`src/hw/rtl/nksa_pkg.sv`:
```
// ----------------------------------------------------------------------------
// nksa_pkg
// Constants, codes and controller/datapath interface types of the
// nearest-K slot assigner.
// ----------------------------------------------------------------------------
`default_nettype none

package nksa_pkg;

    // Sizing
    localparam int MAX_LIGHTS   = 16;
    localparam int SLOTS        = 4;
    localparam int RESULT_LIMIT = 16;
    localparam int EMIT_MAX     = (MAX_LIGHTS < RESULT_LIMIT) ? MAX_LIGHTS : RESULT_LIMIT;
    localparam int IDX_W        = (MAX_LIGHTS > 1) ? $clog2(MAX_LIGHTS) : 1;
    localparam int CNT_W        = $clog2(MAX_LIGHTS + 1);

    // Field widths
    localparam int COORD_W  = 16;
    localparam int ABS_W    = 16;
    localparam int SQ_W     = 2 * ABS_W;
    localparam int DIST_W   = SQ_W + 2;
    localparam int INDEX_W  = 4;
    localparam int SLOT_W   = 3;
    localparam int IN_W     = 3 * COORD_W;
    localparam int OUT_W    = 8;
    localparam int CFG_IDX_W  = 2;
    localparam int CFG_DATA_W = 16;

    // Slot code for "no slot"
    localparam logic [SLOT_W-1:0] SLOT_NONE = 3'b111;

    // Configuration register indexes
    localparam logic [CFG_IDX_W-1:0] REG_VIEWER_X = 2'd0;
    localparam logic [CFG_IDX_W-1:0] REG_VIEWER_Y = 2'd1;
    localparam logic [CFG_IDX_W-1:0] REG_VIEWER_Z = 2'd2;
    localparam logic [CFG_IDX_W-1:0] REG_SLOTS_EN = 2'd3;

    // Axis select for the shared multiplier
    localparam logic [1:0] AXIS_X = 2'd0;
    localparam logic [1:0] AXIS_Y = 2'd1;
    localparam logic [1:0] AXIS_Z = 2'd2;

    // Controller to datapath commands
    typedef struct packed {
        logic       load_item;
        logic       square;
        logic [1:0] axis;
        logic       insert;
        logic       set_ovf;
        logic       emit_load;
        logic       clear_batch;
    } nksa_cmd_t;

    // Datapath to controller status
    typedef struct packed {
        logic full;
        logic emit_last;
        logic out_free;
    } nksa_status_t;

endpackage

`default_nettype wire

```
`src/hw/rtl/nksa_ctrl.sv`:
```
// ----------------------------------------------------------------------------
// nksa_ctrl
// Sequencer: accepts a point, steps the shared multiplier over three axes,
// inserts the distance into the rank cells and drives the result emission.
// ----------------------------------------------------------------------------
`default_nettype none

module nksa_ctrl
    import nksa_pkg::*;
(
    input  wire logic         aclk,
    input  wire logic         aresetn,
    input  wire logic         in_valid,
    input  wire logic         in_last,
    output logic              in_ready,
    input  wire nksa_status_t status,
    output nksa_cmd_t         cmd
);

    localparam logic [1:0] ST_IDLE   = 2'd0;
    localparam logic [1:0] ST_SQUARE = 2'd1;
    localparam logic [1:0] ST_INSERT = 2'd2;
    localparam logic [1:0] ST_EMIT   = 2'd3;

    logic [1:0] state_reg, state_next;
    logic [1:0] axis_reg, axis_next;
    logic       last_reg, last_next;

    assign in_ready = (state_reg == ST_IDLE);

    // Next state and commands
    always_comb begin
        state_next = state_reg;
        axis_next  = axis_reg;
        last_next  = last_reg;
        cmd        = '0;
        cmd.axis   = axis_reg;
        case (state_reg)
            ST_IDLE: begin
                if (in_valid) begin
                    cmd.load_item = 1'b1;
                    last_next     = in_last;
                    if (status.full) begin
                        // dropped point, its batch end still closes the batch
                        cmd.set_ovf = 1'b1;
                        state_next  = in_last ? ST_EMIT : ST_IDLE;
                    end else begin
                        state_next = ST_SQUARE;
                        axis_next  = AXIS_X;
                    end
                end
            end
            ST_SQUARE: begin
                cmd.square = 1'b1;
                if (axis_reg == AXIS_Z) begin
                    state_next = ST_INSERT;
                end else begin
                    axis_next = axis_reg + 2'd1;
                end
            end
            ST_INSERT: begin
                cmd.insert = 1'b1;
                state_next = last_reg ? ST_EMIT : ST_IDLE;
            end
            ST_EMIT: begin
                if (status.out_free) begin
                    cmd.emit_load = 1'b1;
                    if (status.emit_last) begin
                        cmd.clear_batch = 1'b1;
                        state_next      = ST_IDLE;
                    end
                end
            end
            default: begin
                state_next = ST_IDLE;
            end
        endcase
    end

    always_ff @(posedge aclk) begin
        if (!aresetn) begin
            state_reg <= ST_IDLE;
            axis_reg  <= AXIS_X;
            last_reg  <= 1'b0;
        end else begin
            state_reg <= state_next;
            axis_reg  <= axis_next;
            last_reg  <= last_next;
        end
    end

endmodule

`default_nettype wire

```
`src/hw/rtl/nksa_datapath.sv`:
```
// ----------------------------------------------------------------------------
// nksa_datapath
// Viewer registers, axis differences, shared squaring multiplier, a row of
// rank cells holding distance and running rank, and the output register.
// ----------------------------------------------------------------------------
`default_nettype none

module nksa_datapath
    import nksa_pkg::*;
(
    input  wire logic                  aclk,
    input  wire logic                  aresetn,
    input  wire nksa_cmd_t             cmd,
    output nksa_status_t               status,
    input  wire logic [IN_W-1:0]       in_data,
    input  wire logic                  cfg_valid,
    input  wire logic [CFG_IDX_W-1:0]  cfg_index,
    input  wire logic [CFG_DATA_W-1:0] cfg_data,
    output logic                       m_tvalid,
    input  wire logic                  m_tready,
    output logic [OUT_W-1:0]           m_tdata,
    output logic                       m_tuser,
    output logic                       m_tlast
);

    // |p - v| of two signed coordinates, exact in 16 unsigned bits
    function automatic logic [ABS_W-1:0] abs_diff(input logic [COORD_W-1:0] p,
                                                  input logic [COORD_W-1:0] v);
        logic [COORD_W:0] d;
        logic [COORD_W:0] n;
        begin
            d = {p[COORD_W-1], p} - {v[COORD_W-1], v};
            n = -d;
            return d[COORD_W] ? n[ABS_W-1:0] : d[ABS_W-1:0];
        end
    endfunction

    // Configuration
    logic [COORD_W-1:0] vx_reg, vy_reg, vz_reg;
    logic               en_reg;

    // Per-item working registers
    logic [ABS_W-1:0]  dx_reg, dy_reg, dz_reg;
    logic [DIST_W-1:0] acc_reg;

    // Rank cells
    logic [DIST_W-1:0] dist_reg [MAX_LIGHTS];
    logic [IDX_W-1:0]  rank_reg [MAX_LIGHTS];
    logic [CNT_W-1:0]  count_reg;
    logic              ovf_reg;
    logic [IDX_W-1:0]  emit_idx_reg;

    // Output register
    logic               m_valid_reg;
    logic [INDEX_W-1:0] m_index_reg;
    logic [SLOT_W-1:0]  m_slot_reg;
    logic               m_ovf_reg;
    logic               m_last_reg;

    logic [ABS_W-1:0]   sq_sel;
    logic [SQ_W-1:0]    sq;
    logic [DIST_W-1:0]  acc_next;
    logic [MAX_LIGHTS-1:0] cell_valid;
    logic [MAX_LIGHTS-1:0] cell_less;
    logic [IDX_W-1:0]   new_rank;
    logic [IDX_W-1:0]   wr_idx;
    logic [CNT_W-1:0]   emit_cnt;
    logic               emit_last;
    logic [IDX_W-1:0]   rank_sel;
    logic [SLOT_W-1:0]  slot_sel;

    // Shared squaring unit and accumulator
    always_comb begin
        case (cmd.axis)
            AXIS_X:  sq_sel = dx_reg;
            AXIS_Y:  sq_sel = dy_reg;
            default: sq_sel = dz_reg;
        endcase
        sq       = sq_sel * sq_sel;
        acc_next = ((cmd.axis == AXIS_X) ? '0 : acc_reg) + DIST_W'(sq);
    end

    // Each cell compares the new distance with its own; ties rank the older
    always_comb begin
        new_rank = '0;
        for (int k = 0; k < MAX_LIGHTS; k++) begin
            cell_valid[k] = (CNT_W'(k) < count_reg);
            cell_less[k]  = (acc_reg < dist_reg[k]);
            if (cell_valid[k] && !cell_less[k]) begin
                new_rank = new_rank + IDX_W'(1);
            end
        end
    end

    assign wr_idx = count_reg[IDX_W-1:0];

    // Emission bookkeeping
    assign emit_cnt  = (count_reg > CNT_W'(EMIT_MAX)) ? CNT_W'(EMIT_MAX) : count_reg;
    assign emit_last = ((CNT_W'(emit_idx_reg) + CNT_W'(1)) == emit_cnt);
    assign rank_sel  = rank_reg[emit_idx_reg];
    assign slot_sel  = (en_reg && (32'(rank_sel) < 32'(SLOTS))) ? SLOT_W'(rank_sel)
                                                                : SLOT_NONE;

    assign status.full      = (count_reg == CNT_W'(MAX_LIGHTS));
    assign status.emit_last = emit_last;
    assign status.out_free  = !m_valid_reg || m_tready;

    // Configuration registers
    always_ff @(posedge aclk) begin
        if (!aresetn) begin
            vx_reg <= '0;
            vy_reg <= '0;
            vz_reg <= '0;
            en_reg <= 1'b1;
        end else if (cfg_valid) begin
            case (cfg_index)
                REG_VIEWER_X: vx_reg <= cfg_data;
                REG_VIEWER_Y: vy_reg <= cfg_data;
                REG_VIEWER_Z: vz_reg <= cfg_data;
                REG_SLOTS_EN: en_reg <= cfg_data[0];
                default: ;
            endcase
        end
    end

    // Axis differences against the viewer as it stands on arrival
    always_ff @(posedge aclk) begin
        if (cmd.load_item) begin
            dx_reg <= abs_diff(in_data[COORD_W-1:0], vx_reg);
            dy_reg <= abs_diff(in_data[2*COORD_W-1:COORD_W], vy_reg);
            dz_reg <= abs_diff(in_data[3*COORD_W-1:2*COORD_W], vz_reg);
        end
        if (cmd.square) begin
            acc_reg <= acc_next;
        end
    end

    // Cell payload: distances and running ranks
    always_ff @(posedge aclk) begin
        if (cmd.insert) begin
            for (int k = 0; k < MAX_LIGHTS; k++) begin
                if (cell_valid[k] && cell_less[k]) begin
                    rank_reg[k] <= rank_reg[k] + IDX_W'(1);
                end
            end
            dist_reg[wr_idx] <= acc_reg;
            rank_reg[wr_idx] <= new_rank;
        end
    end

    // Batch control state
    always_ff @(posedge aclk) begin
        if (!aresetn) begin
            count_reg    <= '0;
            ovf_reg      <= 1'b0;
            emit_idx_reg <= '0;
        end else if (cmd.clear_batch) begin
            count_reg    <= '0;
            ovf_reg      <= 1'b0;
            emit_idx_reg <= '0;
        end else begin
            if (cmd.insert) begin
                count_reg <= count_reg + CNT_W'(1);
            end
            if (cmd.set_ovf) begin
                ovf_reg <= 1'b1;
            end
            if (cmd.emit_load) begin
                emit_idx_reg <= emit_idx_reg + IDX_W'(1);
            end
        end
    end

    // Output register
    always_ff @(posedge aclk) begin
        if (!aresetn) begin
            m_valid_reg <= 1'b0;
        end else if (cmd.emit_load) begin
            m_valid_reg <= 1'b1;
        end else if (m_tready) begin
            m_valid_reg <= 1'b0;
        end
    end

    always_ff @(posedge aclk) begin
        if (cmd.emit_load) begin
            m_index_reg <= INDEX_W'(emit_idx_reg);
            m_slot_reg  <= slot_sel;
            m_ovf_reg   <= ovf_reg;
            m_last_reg  <= emit_last;
        end
    end

    assign m_tvalid = m_valid_reg;
    assign m_tdata  = OUT_W'({m_slot_reg, m_index_reg});
    assign m_tuser  = m_ovf_reg;
    assign m_tlast  = m_last_reg;

endmodule

`default_nettype wire

```
`src/hw/rtl/nearest_k_slot_assigner.sv`:
```
// A stored point passes accept, three multiplier steps on the shared squarer
// and one rank-cell insert; a dropped overflow point is only accepted.
// Batch end: from the insert the emit state loads the single output register,
// one result per cycle per stored point while the output is taken.
// Reset (aresetn low, synchronous) empties the batch, clears the overflow flag,
// sets the viewer to 0 and enables slots; distance cells are not cleared.
// ----------------------------------------------------------------------------
// nearest_k_slot_assigner
// Ranks a batch of points by squared distance to the viewer and gives the
// nearest SLOTS points slots 0 upward while slots are enabled, all others none.
// ----------------------------------------------------------------------------
`default_nettype none

module nearest_k_slot_assigner
    import nksa_pkg::*;
(
    input  wire logic                  aclk,
    input  wire logic                  aresetn,
    // input points
    input  wire logic                  s_tvalid,
    output logic                       s_tready,
    input  wire logic [IN_W-1:0]       s_tdata,   // point_x, point_y, point_z
    input  wire logic                  s_tlast,   // batch_end
    // results
    output logic                       m_tvalid,
    input  wire logic                  m_tready,
    output logic [OUT_W-1:0]           m_tdata,   // point_index, slot, zero pad
    output logic                       m_tuser,   // overflowed
    output logic                       m_tlast,   // final_result
    // configuration writes
    input  wire logic                  cfg_valid,
    output logic                       cfg_ready,
    input  wire logic [CFG_IDX_W-1:0]  cfg_index,
    input  wire logic [CFG_DATA_W-1:0] cfg_data
);

    nksa_cmd_t    cmd;
    nksa_status_t status;

    // registers take a write in any cycle
    assign cfg_ready = 1'b1;

    nksa_ctrl u_ctrl (
        .aclk     (aclk),
        .aresetn  (aresetn),
        .in_valid (s_tvalid),
        .in_last  (s_tlast),
        .in_ready (s_tready),
        .status   (status),
        .cmd      (cmd)
    );

    nksa_datapath u_datapath (
        .aclk      (aclk),
        .aresetn   (aresetn),
        .cmd       (cmd),
        .status    (status),
        .in_data   (s_tdata),
        .cfg_valid (cfg_valid),
        .cfg_index (cfg_index),
        .cfg_data  (cfg_data),
        .m_tvalid  (m_tvalid),
        .m_tready  (m_tready),
        .m_tdata   (m_tdata),
        .m_tuser   (m_tuser),
        .m_tlast   (m_tlast)
    );

endmodule

`default_nettype wire

```
`config.mk`:
```
export PLATFORM = sky130hd
export DESIGN_NAME = nearest_k_slot_assigner
export DESIGN_NICKNAME = d
export VERILOG_FILES = /design/src/hw/rtl/nksa_pkg.sv /design/src/hw/rtl/nksa_ctrl.sv /design/src/hw/rtl/nksa_datapath.sv /design/src/hw/rtl/nearest_k_slot_assigner.sv
export SDC_FILE = /design/constraint.sdc
export NUM_CORES = 2
export LEC_CHECK = 0
export ABC_AREA = 1
export BUFFER_PORTS_ARGS = -buffer_cell sky130_fd_sc_hd__buf_2
export CAP_MARGIN = 20
export CORE_MARGIN = 4
export CORE_UTILIZATION = 50
export CTS_BUF_LIST = sky130_fd_sc_hd__clkbuf_2
export DETAILED_ROUTE_END_ITERATION = 16
export PLACE_DENSITY = 0.64
export SYNTH_ARGS = -nofsm -noshare
export SYNTH_HDL_FRONTEND = slang
export SYNTH_HIERARCHICAL = 1
export SYNTH_SLANG_ARGS = --single-unit
```
`constraint.sdc`:
```
create_clock -name aclk -period 20 [get_ports aclk]
set_input_delay 2 -clock aclk [delete_from_list [all_inputs] [get_ports aclk]]
set_output_delay 2 -clock aclk [all_outputs]
set_load 0.05 [all_outputs]
```
==> impl_metrics.tcl <==
set metrics [dict create \
    outcome "completed" \
    initialDrtViolationCount 2107 \
    htree_levels 4 \
    fin_worst_skew_ns 0.139 \
    cts_buffers 199 \
    critPathMaxFanout 17 \
    cts_tree "done" \
    setup_viol 0 \
    cts-resized-gates 0 \
    root_buffer "clkbuf_2" \
    cap_violations 0 \
    grt_pass1_vias 36600 \
    ant_nets 0 \
    clk_pin_slew_ns 0.10 \
    tightest_slew_ns 1.10 \
    syn_area_um2 52100 \
    synth.distinct_cells 70 \
    rows 118 \
    die_w_um 331 \
    async_flop_share_pct 0 \
    crit_top_cell "nand2_1" \
    globalplace.congestion 0.859 \
    final_util_pct 54.5 \
    min_path_type "reg -> reg" \
    stdcell_count 7063 \
    largest_reg_flops 544 \
    synthFlopType "edfxtp_1" \
    grt_max_degree 56 \
    min_period_ns 10.15 \
    firstDrtPassIters 6 \
    critPathMaxStageDelay_ns 0.69 \
    syn_inst 5235 \
    cts_setup_buffers 0 \
    timing.slew.headroom_pct 25.7 \
    synth.avg_cell_area_um2 9.96 \
    clk_latency_ns 1.48 \
    slowest_stage "o41ai_1" \
    slew_violations 0 \
    n_fill_cell 9181 \
    crit_type "reg -> reg" \
    yosysSeqAreaShare_pct 42.9 \
    viasPerCell 5.12 \
    cts_buffer_depth 3 \
    worstSetupStartpointType "flip-flop" \
    dp_cells 6710 \
    gr-total-overflow 0 \
    yosysWarnings 6 \
    wl_per_cell_um 16.4 \
    finalCritPeriodShare_pct 50.7 \
    area_growth_pct 8.24 \
    grt_antenna_before_repair 3 \
    dp_hpwl_um 84300 \
    final_layout_size_suffix_gt1_share_pct 10.6 \
    endpoint_kind "flip-flop" \
    rsz0062_at_grt "no" \
    crit_required_ns 21.11 \
    die_area_um2 109000 \
    cts_sinks 768 \
    synth_edf_count 699 \
    setup_tns_ns 0 \
    chipHeight_um 331 \
    io_pins 85 \
    drc 0 \
    yosys_register_bits 768 \
    holdBufCountCts 0 \
    drt-total-wl_um 116000 \
    grt_pass1_wl_um 186000 \
    clock.fmax_mhz 98.6 \
    whs_ns 0.441 \
    arrival_ns 11.26 \
    via_count 36200 \
    final_nets 6522 \
    start_util_pct 50.4 \
    coreArea_um2 103000 \
    track_usage_pct 21.5 \
    final_hold_viol_count 0 \
    port_buffers 82 \
    synth_nets 6224 \
]
placed cells by master (no fill, tap or decap), types with 13 or more instances in the layout:
| cell type | count |
|---|---|
| buf_2 | 82 |
| o21ai_1 | 20 |
| o31ai_1 | 19 |
| o21ai_0 | 221 |
| o22a_1 | 15 |
| o221ai_1 | 18 |
| ha_1 | 719 |
| a211oi_1 | 31 |
| a21o_1 | 15 |
| fa_1 | 198 |
| nand2_1 | 631 |
| nor3_1 | 32 |
| dfxtp_1 | 69 |
| clkbuf_2 | 290 |
| nand4_1 | 62 |
| o211ai_1 | 17 |
| buf_4 | 68 |
| xor2_1 | 113 |
| nand3_1 | 151 |
| nand3_2 | 32 |
| edfxtp_1 | 699 |
| clkinv_1 | 42 |
| nor2_4 | 20 |
| o21a_1 | 36 |
| inv_1 | 1129 |
| inv_2 | 13 |
| nor2_1 | 336 |
| nand2_2 | 37 |
| a21oi_1 | 373 |
| xnor2_1 | 38 |
cell usage after synthesis (20+ instances only):
library cell	number	area, um2
a211oi_1	31	233
a21oi_1	373	1870
clkbuf_1	41	154
dfxtp_1	69	1380
edfxtp_1	699	21000
fa_1	198	3960
ha_1	719	9000
inv_1	1129	4240
nand2_1	631	2370
nand2_2	37	231
nand3_1	151	756
nand3_2	32	320
nand4_1	62	388
nor2_1	352	1320
nor3_1	32	160
o21a_1	36	270
o21ai_0	221	1110
o21ai_1	20	100
xnor2_1	38	333
xor2_1	113	990
metrics by stage:
step                worst slack (ns)  area [um2]
floorplan                      11.19       52100
global placement                9.89       54600
detailed placement              9.64       54700
CTS                             9.59       56400
global route                    8.91       56400
finish                          9.85       56400
final cells by class:
class                      instances  area [um2]  share of cell area, %
clock buffer                     290        1450                   2.57
tap                             1380        1730                   3.06
inverter                        1149        4320                   7.65
sequential                       768       22400                   39.6
clock inverter                    55         288                  0.510
timing repair buffer             153         963                   1.71
antenna                            6        15.0                 0.0266
multi-input combinational       3262       25300                   44.8
kinds of logic (layout without fill, tap and decap cells):
logic type | Yosys count | in the layout | share of synthesized area [%]
AND/OR/NAND/NOR | 1359 | 1359 | 11.6
buffers and inverters | 1205 | 1647 | 8.79
adder cells (fa/ha/maj) | 917 | 917 | 24.9
AO/OA/AOI/OAI | 832 | 832 | 9.20
flip-flops | 768 | 768 | 42.9
XOR/XNOR | 152 | 152 | 2.57
other | 2 | 8 | 0.0144
path summary, 6_finish.rpt:
check | start | end | slack, ns | cells past startpoint
max reg2reg | u_datapath/acc_reg[0]$_DFFE_PP_ | u_datapath/rank_reg[0][1]$_DFFE_PP_ | 9.85 | 54
min reg2reg | u_datapath/ovf_reg$_SDFFE_PP0P_ | u_datapath/m_tuser$_DFFE_PP_ | 0.44 | 0
max | u_datapath/acc_reg[0]$_DFFE_PP_ | u_datapath/rank_reg[0][1]$_DFFE_PP_ | 9.85 | 54
min | u_datapath/ovf_reg$_SDFFE_PP0P_ | u_datapath/m_tuser$_DFFE_PP_ | 0.44 | 0
worst max-delay path: cells and delay by family (launching register included):
| kind | cells | cell delay [ns] |
|---|---|---|
| buffers and inverters | 9 | 1.15 |
| flip-flops | 1 | 0.68 |
| adder cells (fa/ha/maj) | 8 | 2.39 |
| AND/OR/NAND/NOR | 24 | 2.31 |
| AO/OA/AOI/OAI | 13 | 3.27 |
per-layer routing:
| layer | GRT usage, % | part of all wire [%] |
|---|---|---|
| met1 | 27.6 | 44 |
| met2 | 36.8 | 48 |
| met3 | 3.66 | 4.7 |
| met4 | 7.70 | 2.8 |
| met5 | 0 | 0 |
Power is not shown: default switching activity piles up to over one toggle a cycle in this logic, so the estimate is an artifact.
